## config.mk

```make
export PLATFORM = sky130hd
export DESIGN_NAME = diff_drive_odometry_top
export DESIGN_NICKNAME = d
export VERILOG_FILES = /design/src/ddo_pkg.sv /design/src/ddo_ctrl.sv /design/src/ddo_datapath.sv /design/src/diff_drive_odometry_top.sv
export SDC_FILE = /design/constraint.sdc
export NUM_CORES = 2
export LEC_CHECK = 0
export BUFFER_PORTS_ARGS = -buffer_cell sky130_fd_sc_hd__buf_2
export CAP_MARGIN = 20
export CORE_MARGIN = 5
export CORE_UTILIZATION = 50
export CTS_CLUSTER_DIAMETER = 120
export DETAILED_ROUTE_END_ITERATION = 10
export PLACE_DENSITY = 0.63
export SYNTH_ARGS = -nofsm -noshare
export SYNTH_HDL_FRONTEND = slang
export SYNTH_SLANG_ARGS = --single-unit
```

## constraint.sdc

```tcl
create_clock -name clk -period 19.09 [get_ports clk]
set_clock_uncertainty 0.15 [all_clocks]
set_input_delay 1.909 -clock clk [delete_from_list [all_inputs] [get_ports clk]]
set_output_delay 1.909 -clock clk [all_outputs]
set_load 0.02 [all_outputs]
```

## src/ddo_pkg.sv

```systemverilog
// Package with shared types and constants for the differential-drive odometry block.
package ddo_pkg;

    // Gain compensation of the rotator, 0.607252935 scaled by 2^30.
    localparam logic [29:0] GAIN_Q30 = 30'd652032874;
    // Heading step scale, turn rate times milliseconds to heading units, Q32.
    localparam logic [22:0] HEAD_K = 23'd5468522;
    localparam logic [11:0] TRACK_RESET = 12'd100;
    localparam int ATAN_DEPTH = 24;

    // Arctangent of 2^-i in units of 2^-32 turn.
    function automatic logic [31:0] atan_turn32(input logic [4:0] idx);
        logic [31:0] r;
        begin
            case (idx)
                5'd0: r = 32'd536870912;
                5'd1: r = 32'd316933406;
                5'd2: r = 32'd167458907;
                5'd3: r = 32'd85004756;
                5'd4: r = 32'd42667331;
                5'd5: r = 32'd21354465;
                5'd6: r = 32'd10679838;
                5'd7: r = 32'd5340245;
                5'd8: r = 32'd2670163;
                5'd9: r = 32'd1335087;
                5'd10: r = 32'd667544;
                5'd11: r = 32'd333772;
                5'd12: r = 32'd166886;
                5'd13: r = 32'd83443;
                5'd14: r = 32'd41722;
                5'd15: r = 32'd20861;
                5'd16: r = 32'd10430;
                5'd17: r = 32'd5215;
                5'd18: r = 32'd2608;
                5'd19: r = 32'd1304;
                5'd20: r = 32'd652;
                5'd21: r = 32'd326;
                5'd22: r = 32'd163;
                5'd23: r = 32'd81;
                default: r = 32'd0;
            endcase
            return r;
        end
    endfunction

    // Commands from the controller to the datapath.
    typedef struct packed {
        logic load;      // capture the item and set up divider and rotator
        logic div_step;  // one divider bit
        logic rot_step;  // one rotator iteration
        logic mul_a;     // first multiply phase
        logic mul_b;     // second multiply phase
        logic commit;    // update state and the output register
    } ddo_cmd_t;

    // Status from the datapath to the controller.
    typedef struct packed {
        logic div_done;
        logic rot_done;
    } ddo_sts_t;

endpackage

```

## src/ddo_ctrl.sv

```systemverilog
// Controller state machine that sequences one odometry update.
module ddo_ctrl (
    input  logic              clk,
    input  logic              rst_n,
    input  logic              in_valid,
    output logic              in_ready,
    output logic              out_valid,
    input  logic              out_ready,
    input  ddo_pkg::ddo_sts_t sts,
    output ddo_pkg::ddo_cmd_t cmd
);

    localparam logic [2:0] S_IDLE = 3'd0;
    localparam logic [2:0] S_WORK = 3'd1;
    localparam logic [2:0] S_MULA = 3'd2;
    localparam logic [2:0] S_MULB = 3'd3;
    localparam logic [2:0] S_COMMIT = 3'd4;

    logic [2:0] state_reg, state_next;
    logic       out_valid_reg, out_valid_next;

    // The output register may be refilled once its item is taken.
    logic out_free;
    assign out_free = !out_valid_reg || out_ready;
    assign in_ready = (state_reg == S_IDLE);
    assign out_valid = out_valid_reg;

    // Next state and commands.
    always_comb
    begin
        state_next = state_reg;
        out_valid_next = out_valid_reg && !out_ready;
        cmd = '0;
        case (state_reg)
            S_IDLE:
            begin
                if (in_valid)
                begin
                    cmd.load = 1'b1;
                    state_next = S_WORK;
                end
            end
            S_WORK:
            begin
                cmd.div_step = !sts.div_done;
                cmd.rot_step = !sts.rot_done;
                if (sts.div_done && sts.rot_done)
                    state_next = S_MULA;
            end
            S_MULA:
            begin
                cmd.mul_a = 1'b1;
                state_next = S_MULB;
            end
            S_MULB:
            begin
                cmd.mul_b = 1'b1;
                state_next = S_COMMIT;
            end
            S_COMMIT:
            begin
                if (out_free)
                begin
                    cmd.commit = 1'b1;
                    out_valid_next = 1'b1;
                    state_next = S_IDLE;
                end
            end
            default: state_next = S_IDLE;
        endcase
    end

    // State registers.
    always_ff @(posedge clk or negedge rst_n)
    begin
        if (!rst_n)
        begin
            state_reg <= S_IDLE;
            out_valid_reg <= 1'b0;
        end
        else
        begin
            state_reg <= state_next;
            out_valid_reg <= out_valid_next;
        end
    end

endmodule

```

## src/ddo_datapath.sv

```systemverilog
// Datapath: divider, rotator, integrators and pose state.
module ddo_datapath #(
    parameter int ANGLE_BITS = 16,
    parameter int CORDIC_STEPS = 16
) (
    input  logic               clk,
    input  logic               rst_n,
    input  ddo_pkg::ddo_cmd_t  cmd,
    output ddo_pkg::ddo_sts_t  sts,
    input  logic               cfg_we,
    input  logic [11:0]        cfg_data,
    input  logic signed [15:0] left_wheel_speed,
    input  logic signed [15:0] right_wheel_speed,
    input  logic [9:0]         interval_ms,
    output logic signed [31:0] pos_x,
    output logic signed [31:0] pos_y,
    output logic [15:0]        heading,
    output logic signed [15:0] vel_x,
    output logic signed [15:0] vel_y,
    output logic signed [31:0] turn_rate
);

    localparam int STEPS = (CORDIC_STEPS < ddo_pkg::ATAN_DEPTH) ?
                           CORDIC_STEPS : ddo_pkg::ATAN_DEPTH;
    localparam int AW = ANGLE_BITS + 2;
    // Rotator word: v (17 bits) times gain over 2^14 stays within 35 bits, growth 2 bits.
    localparam int RW = 38;
    localparam int NUM_W = 29;   // |(R-L)*4096| < 2^29

    // Configuration and state registers.
    logic [11:0]        track_reg;
    logic signed [31:0] xpos_reg, ypos_reg;
    logic [15:0]        yaw_reg;
    logic signed [15:0] lvx_reg, lvy_reg;
    logic signed [31:0] lw_reg;
    logic [9:0]         t_reg;

    // Divider registers (restoring, magnitude).
    logic [NUM_W-1:0]   quo_reg;
    logic [12:0]        rem_reg;
    logic [4:0]         dcnt_reg;
    logic               wneg_reg;

    // Rotator registers.
    logic signed [RW-1:0] cx_reg, cy_reg;
    logic signed [AW-1:0] ca_reg;
    logic [4:0]           ccnt_reg;

    // Products after the multiply phases.
    logic signed [31:0] w_reg;
    logic signed [15:0] vx_reg, vy_reg;
    logic signed [27:0] dx_reg, dy_reg;
    logic signed [43:0] p_reg;
    logic [15:0]        dh;

    // Item set-up: speed sum, difference, folded angle and start vector.
    logic signed [16:0] v_sum;
    logic signed [16:0] v_fwd;
    logic signed [16:0] diff;
    logic [NUM_W-1:0]   num_mag;
    logic signed [AW-1:0] a0, a_fold;
    logic signed [47:0] gx;
    logic signed [RW-1:0] x0;
    logic               flip;

    always_comb
    begin
        v_sum = 17'(left_wheel_speed) + 17'(right_wheel_speed);
        v_fwd = v_sum >>> 1;
        diff = 17'(right_wheel_speed) - 17'(left_wheel_speed);
        num_mag = diff[16] ? NUM_W'(-(29'(diff)) <<< 12) : NUM_W'(29'(diff) <<< 12);
        if (ANGLE_BITS >= 16)
            a0 = AW'({2'b00, yaw_reg}) <<< (ANGLE_BITS - 16);
        else
            a0 = AW'(yaw_reg >> (16 - ANGLE_BITS));
        if (a0 >= (AW'(1) <<< (ANGLE_BITS - 1)))
            a0 = a0 - (AW'(1) <<< ANGLE_BITS);
        a_fold = a0;
        flip = 1'b0;
        if (a0 > (AW'(1) <<< (ANGLE_BITS - 2)))
        begin
            a_fold = a0 - (AW'(1) <<< (ANGLE_BITS - 1));
            flip = 1'b1;
        end
        else if (a0 < -(AW'(1) <<< (ANGLE_BITS - 2)))
        begin
            a_fold = a0 + (AW'(1) <<< (ANGLE_BITS - 1));
            flip = 1'b1;
        end
        gx = 48'(v_fwd) * $signed({18'd0, ddo_pkg::GAIN_Q30});
        x0 = RW'(gx >>> 14);
        if (flip)
            x0 = -x0;
    end

    // Divider step: one quotient bit per cycle.
    logic [13:0] rem_sh;
    logic [12:0] trk;
    logic [13:0] rem_sub;
    always_comb
    begin
        trk = (track_reg == 12'd0) ? 13'd1 : {1'b0, track_reg};
        rem_sh = {rem_reg, quo_reg[NUM_W-1]};
        rem_sub = rem_sh - {1'b0, trk};
    end

    // Rotator step with the rounded arctangent.
    logic [4:0] ci;
    logic [31:0] at32;
    logic [32:0] at_rnd;
    logic signed [AW-1:0] step_a;
    logic signed [RW-1:0] xs, ys;
    always_comb
    begin
        ci = ccnt_reg;
        at32 = ddo_pkg::atan_turn32(ci);
        at_rnd = (33'(at32) + (33'd1 << (31 - ANGLE_BITS))) >> (32 - ANGLE_BITS);
        step_a = AW'(at_rnd);
        xs = cx_reg >>> ci;
        ys = cy_reg >>> ci;
    end

    // Velocity rounding and saturation.
    function automatic logic signed [15:0] rnd_sat(input logic signed [RW-1:0] q);
        logic signed [RW-1:0] s;
        begin
            s = (q + RW'(32768)) >>> 16;
            if (s > RW'(32767))
                return 16'sh7fff;
            else if (s < -RW'(32768))
                return 16'sh8000;
            else
                return s[15:0];
        end
    endfunction

    function automatic logic signed [31:0] add_sat(input logic signed [31:0] a,
                                                   input logic signed [27:0] b);
        logic signed [32:0] s;
        begin
            s = 33'(a) + 33'(b);
            if (s > 33'sh07fffffff)
                return 32'sh7fffffff;
            else if (s < -33'sh080000000)
                return 32'sh80000000;
            else
                return s[31:0];
        end
    endfunction

    logic signed [16:0] sx, sy;
    logic signed [32:0] sw;
    logic signed [27:0] mx, my;
    logic signed [43:0] pw;
    logic signed [67:0] hp;
    logic signed [31:0] w_val;
    always_comb
    begin
        w_val = wneg_reg ? -32'(quo_reg) : 32'(quo_reg);
        sx = 17'(lvx_reg) + 17'(vx_reg);
        sy = 17'(lvy_reg) + 17'(vy_reg);
        sw = 33'(lw_reg) + 33'(w_reg);
        mx = (28'(sx) * $signed({18'd0, t_reg}) + 28'sd1) >>> 1;
        my = (28'(sy) * $signed({18'd0, t_reg}) + 28'sd1) >>> 1;
        pw = 44'(sw) * $signed({34'd0, t_reg});
        // Heading step from the turn product held since the second multiply phase.
        hp = (68'(p_reg) * $signed({45'd0, ddo_pkg::HEAD_K}) + (68'sd1 <<< 31)) >>> 32;
        dh = hp[15:0];
    end

    assign sts.div_done = (dcnt_reg == 5'(NUM_W));
    assign sts.rot_done = (ccnt_reg == 5'(STEPS));

    // Configuration and pose state.
    always_ff @(posedge clk or negedge rst_n)
    begin
        if (!rst_n)
        begin
            track_reg <= ddo_pkg::TRACK_RESET;
            xpos_reg <= '0;
            ypos_reg <= '0;
            yaw_reg <= '0;
            lvx_reg <= '0;
            lvy_reg <= '0;
            lw_reg <= '0;
            dcnt_reg <= '0;
            ccnt_reg <= '0;
        end
        else
        begin
            if (cfg_we)
                track_reg <= cfg_data;
            if (cmd.load)
            begin
                dcnt_reg <= '0;
                ccnt_reg <= '0;
            end
            if (cmd.div_step)
                dcnt_reg <= dcnt_reg + 5'd1;
            if (cmd.rot_step)
                ccnt_reg <= ccnt_reg + 5'd1;
            if (cmd.commit)
            begin
                xpos_reg <= add_sat(xpos_reg, dx_reg);
                ypos_reg <= add_sat(ypos_reg, dy_reg);
                yaw_reg <= yaw_reg + dh;
                lvx_reg <= vx_reg;
                lvy_reg <= vy_reg;
                lw_reg <= w_reg;
            end
        end
    end

    // Working registers without reset.
    always_ff @(posedge clk)
    begin
        if (cmd.load)
        begin
            quo_reg <= num_mag;
            rem_reg <= '0;
            wneg_reg <= diff[16];
            t_reg <= interval_ms;
            cx_reg <= x0;
            cy_reg <= '0;
            ca_reg <= a_fold;
        end
        if (cmd.div_step)
        begin
            if (!rem_sub[13])
            begin
                rem_reg <= rem_sub[12:0];
                quo_reg <= {quo_reg[NUM_W-2:0], 1'b1};
            end
            else
            begin
                rem_reg <= rem_sh[12:0];
                quo_reg <= {quo_reg[NUM_W-2:0], 1'b0};
            end
        end
        if (cmd.rot_step)
        begin
            if (!ca_reg[AW-1])
            begin
                cx_reg <= cx_reg - ys;
                cy_reg <= cy_reg + xs;
                ca_reg <= ca_reg - step_a;
            end
            else
            begin
                cx_reg <= cx_reg + ys;
                cy_reg <= cy_reg - xs;
                ca_reg <= ca_reg + step_a;
            end
        end
        if (cmd.mul_a)
        begin
            vx_reg <= rnd_sat(cx_reg);
            vy_reg <= rnd_sat(cy_reg);
            w_reg <= w_val;
        end
        if (cmd.mul_b)
        begin
            dx_reg <= mx;
            dy_reg <= my;
            p_reg <= pw;
        end
        if (cmd.commit)
        begin
            pos_x <= add_sat(xpos_reg, dx_reg);
            pos_y <= add_sat(ypos_reg, dy_reg);
            heading <= yaw_reg + dh;
            vel_x <= vx_reg;
            vel_y <= vy_reg;
            turn_rate <= w_reg;
        end
    end

endmodule

```

## src/diff_drive_odometry_top.sv

```systemverilog
// Top level of the differential-drive odometry block.
// One item passes from acceptance through the bit-serial turn-rate divider, run beside
// the rotator of CORDIC_STEPS iterations, then through two multiply phases and the
// commit; the commit waits while the previous result is still unread.
// A new item is taken once the previous result sits in the output register.
module diff_drive_odometry_top #(
    parameter int ANGLE_BITS = 16,
    parameter int CORDIC_STEPS = 16
) (
    input  logic         clk,
    input  logic         rst_n,
    input  logic         cfg_we,
    input  logic [11:0]  cfg_data,        // wheel_track_mm
    input  logic         s_axis_tvalid,
    output logic         s_axis_tready,
    input  logic [47:0]  s_axis_tdata,    // left_wheel_speed, right_wheel_speed, interval_ms
    output logic         m_axis_tvalid,
    input  logic         m_axis_tready,
    output logic [143:0] m_axis_tdata     // pos_x, pos_y, heading, vel_x, vel_y, turn_rate
);

    ddo_pkg::ddo_cmd_t cmd;
    ddo_pkg::ddo_sts_t sts;
    logic signed [31:0] pos_x, pos_y, turn_rate;
    logic [15:0]        heading;
    logic signed [15:0] vel_x, vel_y;

    ddo_ctrl u_ctrl (
        .clk       (clk),
        .rst_n     (rst_n),
        .in_valid  (s_axis_tvalid),
        .in_ready  (s_axis_tready),
        .out_valid (m_axis_tvalid),
        .out_ready (m_axis_tready),
        .sts       (sts),
        .cmd       (cmd)
    );

    ddo_datapath #(
        .ANGLE_BITS   (ANGLE_BITS),
        .CORDIC_STEPS (CORDIC_STEPS)
    ) u_dp (
        .clk               (clk),
        .rst_n             (rst_n),
        .cmd               (cmd),
        .sts               (sts),
        .cfg_we            (cfg_we),
        .cfg_data          (cfg_data),
        .left_wheel_speed  (s_axis_tdata[15:0]),
        .right_wheel_speed (s_axis_tdata[31:16]),
        .interval_ms       (s_axis_tdata[41:32]),
        .pos_x             (pos_x),
        .pos_y             (pos_y),
        .heading           (heading),
        .vel_x             (vel_x),
        .vel_y             (vel_y),
        .turn_rate         (turn_rate)
    );

    assign m_axis_tdata = {turn_rate, vel_y, vel_x, heading, pos_y, pos_x};

    // Only one item is in flight: no acceptance while a commit is issued.
    a_no_overlap: assert property (@(posedge clk) disable iff (!rst_n)
        cmd.commit |-> !s_axis_tready)
        else $error("commit while accepting");

    // A commit always raises the output valid.
    a_commit_valid: assert property (@(posedge clk) disable iff (!rst_n)
        cmd.commit |=> m_axis_tvalid)
        else $error("commit without result");

endmodule

```

# After elaboration in Yosys (flattened, before gate mapping)
# Memories as Yosys holds them, arrays and structs flattened.
# Index checks and enable logic that the tools add are counted.
# word_totals
ff_bits	623
latchBits	0
mem_bits_rw	0
romBits	960
input_bits	65
n_memories	1
# memory_table
memory	words	word_bits	rd	rd_ports_with_merged_regs	wr	line_no	source
(name not given)	32	30	1	0	0	ddo_pkg.sv:15	case (idx)
# classes
n_addsub	29
multipliers	5
div_mod_pow	0
magnitude_cmp	11
n_eq_ne	9
shifts	2
muxes	46
bitwise	0
n_reduce_logical	12
# op_table
op	n
38-bit 2-to-1 mux	7
32-bit 2-to-1 mux	4
29-bit 2-to-1 mux	4
18-bit 2-to-1 mux	6
38-bit by 17-bit adder with 38-bit output, second input constant	2
38-bit adder	2
38-bit by 5-bit >>> shifter with 38-bit output	2
38-bit subtractor	2
32-bit by 27-bit adder with 33-bit output	2
33-bit by 32-bit greater-than comparator with 1-bit output, second input constant	2
33-bit by 32-bit < comparator with 1-bit output, second input constant	2
28-bit by 2-bit adder with 28-bit output, second input constant	2
17-bit by 11-bit multiplier with 28-bit output	2
16-bit by 16-bit adder with 17-bit output	3
48-bit by 33-bit adder with 48-bit output, second input constant	1
44-bit by 23-bit multiplier with 47-bit output, second input constant	1
16-bit by 30-bit multiplier with 46-bit output, second input constant	1
22-bit by 16-bit greater-than comparator with 1-bit output, second input constant	2
22-bit by 16-bit < comparator with 1-bit output, second input constant	2
33-bit by 11-bit multiplier with 44-bit output	1
13-bit 2-to-1 mux	3
33-bit negator with 38-bit output	1
32-bit by 16-bit adder with 33-bit output, second input constant	1
32-bit by 32-bit adder with 33-bit output	1
other kinds (34)	58

# Logic depth before layout (Yosys ltp)
# depth
ltp_word	8
mapped_depth	41

# Cells and area by module
# A second synthesis with hierarchy kept.
# hier_totals
cells_unflattened	8768
area_unflattened_um2	87112.3
# by_module_without_submodules
mod	n_inst	cells_per_inst	area_each_um2
ddo_datapath	1	8742	86892.1
ddo_ctrl	1	26	220.2

# Worst setup path before layout
# Ideal clock, no wire load.
# synth_timing
path_kind	input -> register
from	input s_axis_tdata[2]
to	register u_dp.cx_reg[31], data pin
setup_ns	0.266
t_arrival_ns	10.900
required_ns	18.674
path_slack_ns	7.774
cell_stages	40
cell_sequence	inv_1 -> ha_1 -> buf_2 -> nor3b_2 -> nor3_2 -> o21bai_1 -> a21oi_1 -> o21ai_0 -> a21oi_1 -> o21bai_1 -> a21oi_1 -> o21bai_1 -> a21oi_1 -> o31ai_1 -> xnor2_1 -> ha_1 -> inv_1 -> fa_1 -> (+4 left out) -> fa_1 -> inv_1 -> fa_1 -> ha_1 -> clkbuf_1 -> nand4_1 -> or3_1 -> a2111oi_1 -> nor3_2 -> xnor2_1 -> a221oi_1 -> and4_1 -> or4b_1 -> buf_2 -> nor4_2 -> a41oi_1 -> xor2_1 -> o21ai_1
# synth_via
elab_chain_cells	6
# synth_lines
element	line_no	source
from (decl)	diff_drive_odometry_top.sv:16	input logic [47:0] s_axis_tdata,
16-bit by 16-bit adder with 17-bit output (*)	ddo_datapath.sv:68	v_sum = 17'(left_wheel_speed) + 17'(right_wheel_speed);
16-bit by 30-bit multiplier with 46-bit output (*)	ddo_datapath.sv:90	gx = 48'(v_fwd) * $signed({18'd0, ddo_pkg::GAIN_Q30});
33-bit negator with 38-bit output	ddo_datapath.sv:93	x0 = -x0;
38-bit 2-to-1 mux (*)	ddo_datapath.sv:92	if (flip)
38-bit 2-to-1 mux (*)	ddo_datapath.sv:217	if (cmd.load)
38-bit 2-to-1 mux (*)	ddo_datapath.sv:240	if (cmd.rot_step)
to (signal assigned)	ddo_datapath.sv:244	cx_reg <= cx_reg - ys;
to (signal assigned)	ddo_datapath.sv:250	cx_reg <= cx_reg + ys;
to (decl)	ddo_datapath.sv:45	logic signed [RW-1:0] cx_reg, cy_reg;
# Every way passes the cells marked *; elsewhere a longest branch is shown, timed or not. The select of a mux whose other input is x is not followed.
# A chain may end at the register's enable or synchronous reset.

# Worst setup path in the final report
# layout_timing
from	input s_axis_tdata[2]
to	register u_dp.cx_reg[37], data pin
# The elaborated chain is that of the path after synthesis.

==> impl_metrics.yaml <==
cts:
  clkSlewWorstSetupHoldPaths_ps: 50
  clock_path_buffers: 3
  hold_buffers: 0
  clkLatencyLatePin_ps: 720
  cts_inserted_buffers: 76
  numClockSinks: 623
  cts_tree: "done"
  cts.repair.resized: 0
  h-tree-depth: 3
  root_buffer: "clkbuf_16"
  postCtsSetupRepairBufs: 0
global_route:
  grt_max_degree: 80
  grt_first_pass_wirelength_mm: 364
  grt_overflow: 0
  antenna_found_initial: 3
  grt.total_usage_pct: 24.5
  first_global_vias: 66700
worst_setup_path:
  worstSetupPathType: "input pin to flip-flop"
  critical-path-slowest-cell: "xnor2_1"
  endpoint: "u_dp.cx_reg[37]$_DFFE_PP_"
  regToRegEndpoint: "u_dp.p_reg[43]$_DFFE_PP_"
  required_ps: 19400
  critical_path_peak_fanout: 8
  slowest_delay_ps: 860
  cp.buffers_inverters: 6
  worstPathArrival_ps: 13350
  cp-start-kind: "input pin"
  crit-reg2reg-launch: "u_dp.w_reg[0]$_DFFE_PN_"
  startpoint: "s_axis_tdata[2]"
  crit_family: "adder cells"
  reg2reg_depth: 29
  reg2reg_slack_ps: 8560
  cp_num_cells: 38
  critPathCaptureType: "flip-flop"
floorplan:
  die_h_um: 429
  die-area_um2: 184000
  fp.dieW_um: 429
  initial_core_util_pct: 50.1
  core_um2: 176000
  pin_count: 211
  rows: 154
timing:
  worstMarginPinSlew_ps: 1120
  max_freq_ghz: 0.0767
  post-route-min-period_ps: 13040
  rsz0062_at_grt: "false"
  setup-tns-final_ps: 0
  fin_crit_sh_pct: 68.3
  slew_headroom_pct: 24.9
  finalHoldViolCount: 0
  setup_viol: 0
  slew_violations: 0
routing:
  drt_iter0_markers: 4198
  ant_nets: 0
  first_pass_iters: 6
  wl_per_cell_um: 19.5
  num_vias: 64400
  drc: 0
  routed_wl_mm: 225
  routed_via_density: 5.59
yosys:
  synth_cells: 9059
  synth_top_area_cell: "fa_1"
  synth.top_cell.area_share_pct: 25.0
  syn-num-nets: 11200
  yosysMostFrequentCell: "inv_1"
  seq_area_frac_synth_pct: 20.3
  synth-main-ff-cell: "edfxtp_1"
  ys_warn_count: 0
  synth_commonest_cells: "inv_1, fa_1, nand2_1"
  syn_area_um2: 87900
  ys_top_cells_by_area: "fa_1, edfxtp_1, ha_1, inv_1, dfrtp_1"
  async_flop_share_pct: 27.3
  synth-edff-count: 453
  synth_cell_type_count: 102
  avgSynthCellArea_um2: 9.71
  ys_ff_latch: 623
place:
  gp_congestion: 0.932
  placed_cell_area_um2: 91300
  dpl.cell_count: 11400
  io_buffers: 204
  hpwlAfterDp_mm: 183
cells_and_area:
  design_area_um2: 94100
  fill_cells: 15800
  syn_to_final_growth_pct: 6.97
  layout.nets: 11200
  drive_above_1_share_pct: 7.13
  area.sequential_um2: 17900
  largest_register_ffs: 44
  utilization_pct: 53.6
  multi_input_area_um2: 63900
  instances_no_fill: 11500
job:
  cap_violations: 0
run_status:
  outcome: "finished, final reports clean"
worst_hold_path:
  hold_depth: 2
  hold_path.class: "flip-flop to flip-flop"
cell type report:
| type | count | share of cell area, % |
|---|---|---|
| sequential | 623 | 19.0 |
| clock inverter | 51 | 0.726 |
| multi-input combinational | 6789 | 67.9 |
| clock buffer | 88 | 2.13 |
| inverter | 1362 | 5.45 |
| antenna | 7 | 0.0186 |
| tap | 2340 | 3.11 |
| timing repair buffer | 275 | 1.66 |
stage by stage:
stage / worst slack (ps) / hold slack (ps)
6_report: 6050 / 329
4_1_cts: 6230 / 332
5_1_grt: 5320 / 349
3_3_place_gp: 5620 / 313
3_5_place_dp: 5520 / 318
2_1_floorplan: 7770 / 300
worst min path at each step:
stage                                             start                            end  slack [ps]
after global routing        u_dp.lvx_reg[5]$_DFFE_PN0P_    u_dp.lvx_reg[5]$_DFFE_PN0P_         350
after floorplan           u_dp.ypos_reg[13]$_DFFE_PN0P_  u_dp.ypos_reg[13]$_DFFE_PN0P_         300
after global placement      u_dp.lw_reg[30]$_DFFE_PN0P_    u_dp.lw_reg[30]$_DFFE_PN0P_         310
after detailed placement    u_dp.lw_reg[21]$_DFFE_PN0P_    u_dp.lw_reg[21]$_DFFE_PN0P_         320
after CTS                   u_dp.lvx_reg[5]$_DFFE_PN0P_    u_dp.lvx_reg[5]$_DFFE_PN0P_         330
final                       u_dp.lvx_reg[5]$_DFFE_PN0P_    u_dp.lvx_reg[5]$_DFFE_PN0P_         330
layout by cell type, fill, tap and decap left out, types with 197 or more instances in the layout:
| cell type | synthesis | final |
|---|---|---|
| inv_1 | 1359 | 1357 |
| ha_1 | 940 | 940 |
| o21ai_0 | 312 | 312 |
| xor2_1 | 197 | 197 |
| fa_1 | 1096 | 1096 |
| edfxtp_1 | 453 | 453 |
| nor2_1 | 451 | 449 |
| buf_2 | 24 | 203 |
| and2_1 | 398 | 398 |
| xnor2_1 | 416 | 410 |
| nand2_1 | 954 | 953 |
| a21oi_1 | 468 | 468 |
metal layers:
metal  global-route usage, %  vias up  wire, um
li1                        -    30400         -
met1                    31.5    32300     94000
met2                    42.7     1439    112000
met3                    3.08      345     10100
met4                    8.84        0      9240
met5                       0        -         0
logic make-up after synthesis:
family | count (synthesis) | synth area share (%)
and+or+nand+nor | 2433 | 13.3
xor gates and xnor gates | 613 | 6.11
adders and majority gates | 2046 | 38.4
AOI/OAI and AO/OA | 1484 | 10.7
buffers and inverters | 1647 | 7.15
muxes | 213 | 4.00
DFF | 623 | 20.3
worst reg2reg max path, delay by kind of cell (launching register included):
kind            cells  cell delay (ps)
flops               1              580
simple gates        5             1220
xor+xnor            1              110
compound gates     12             3890
fa+ha+maj           8             3990
buf+inv             3              320
Power is left out: the tool's default activity adds up to more than one toggle a clock period on the data nets, which glitch-free logic cannot reach.
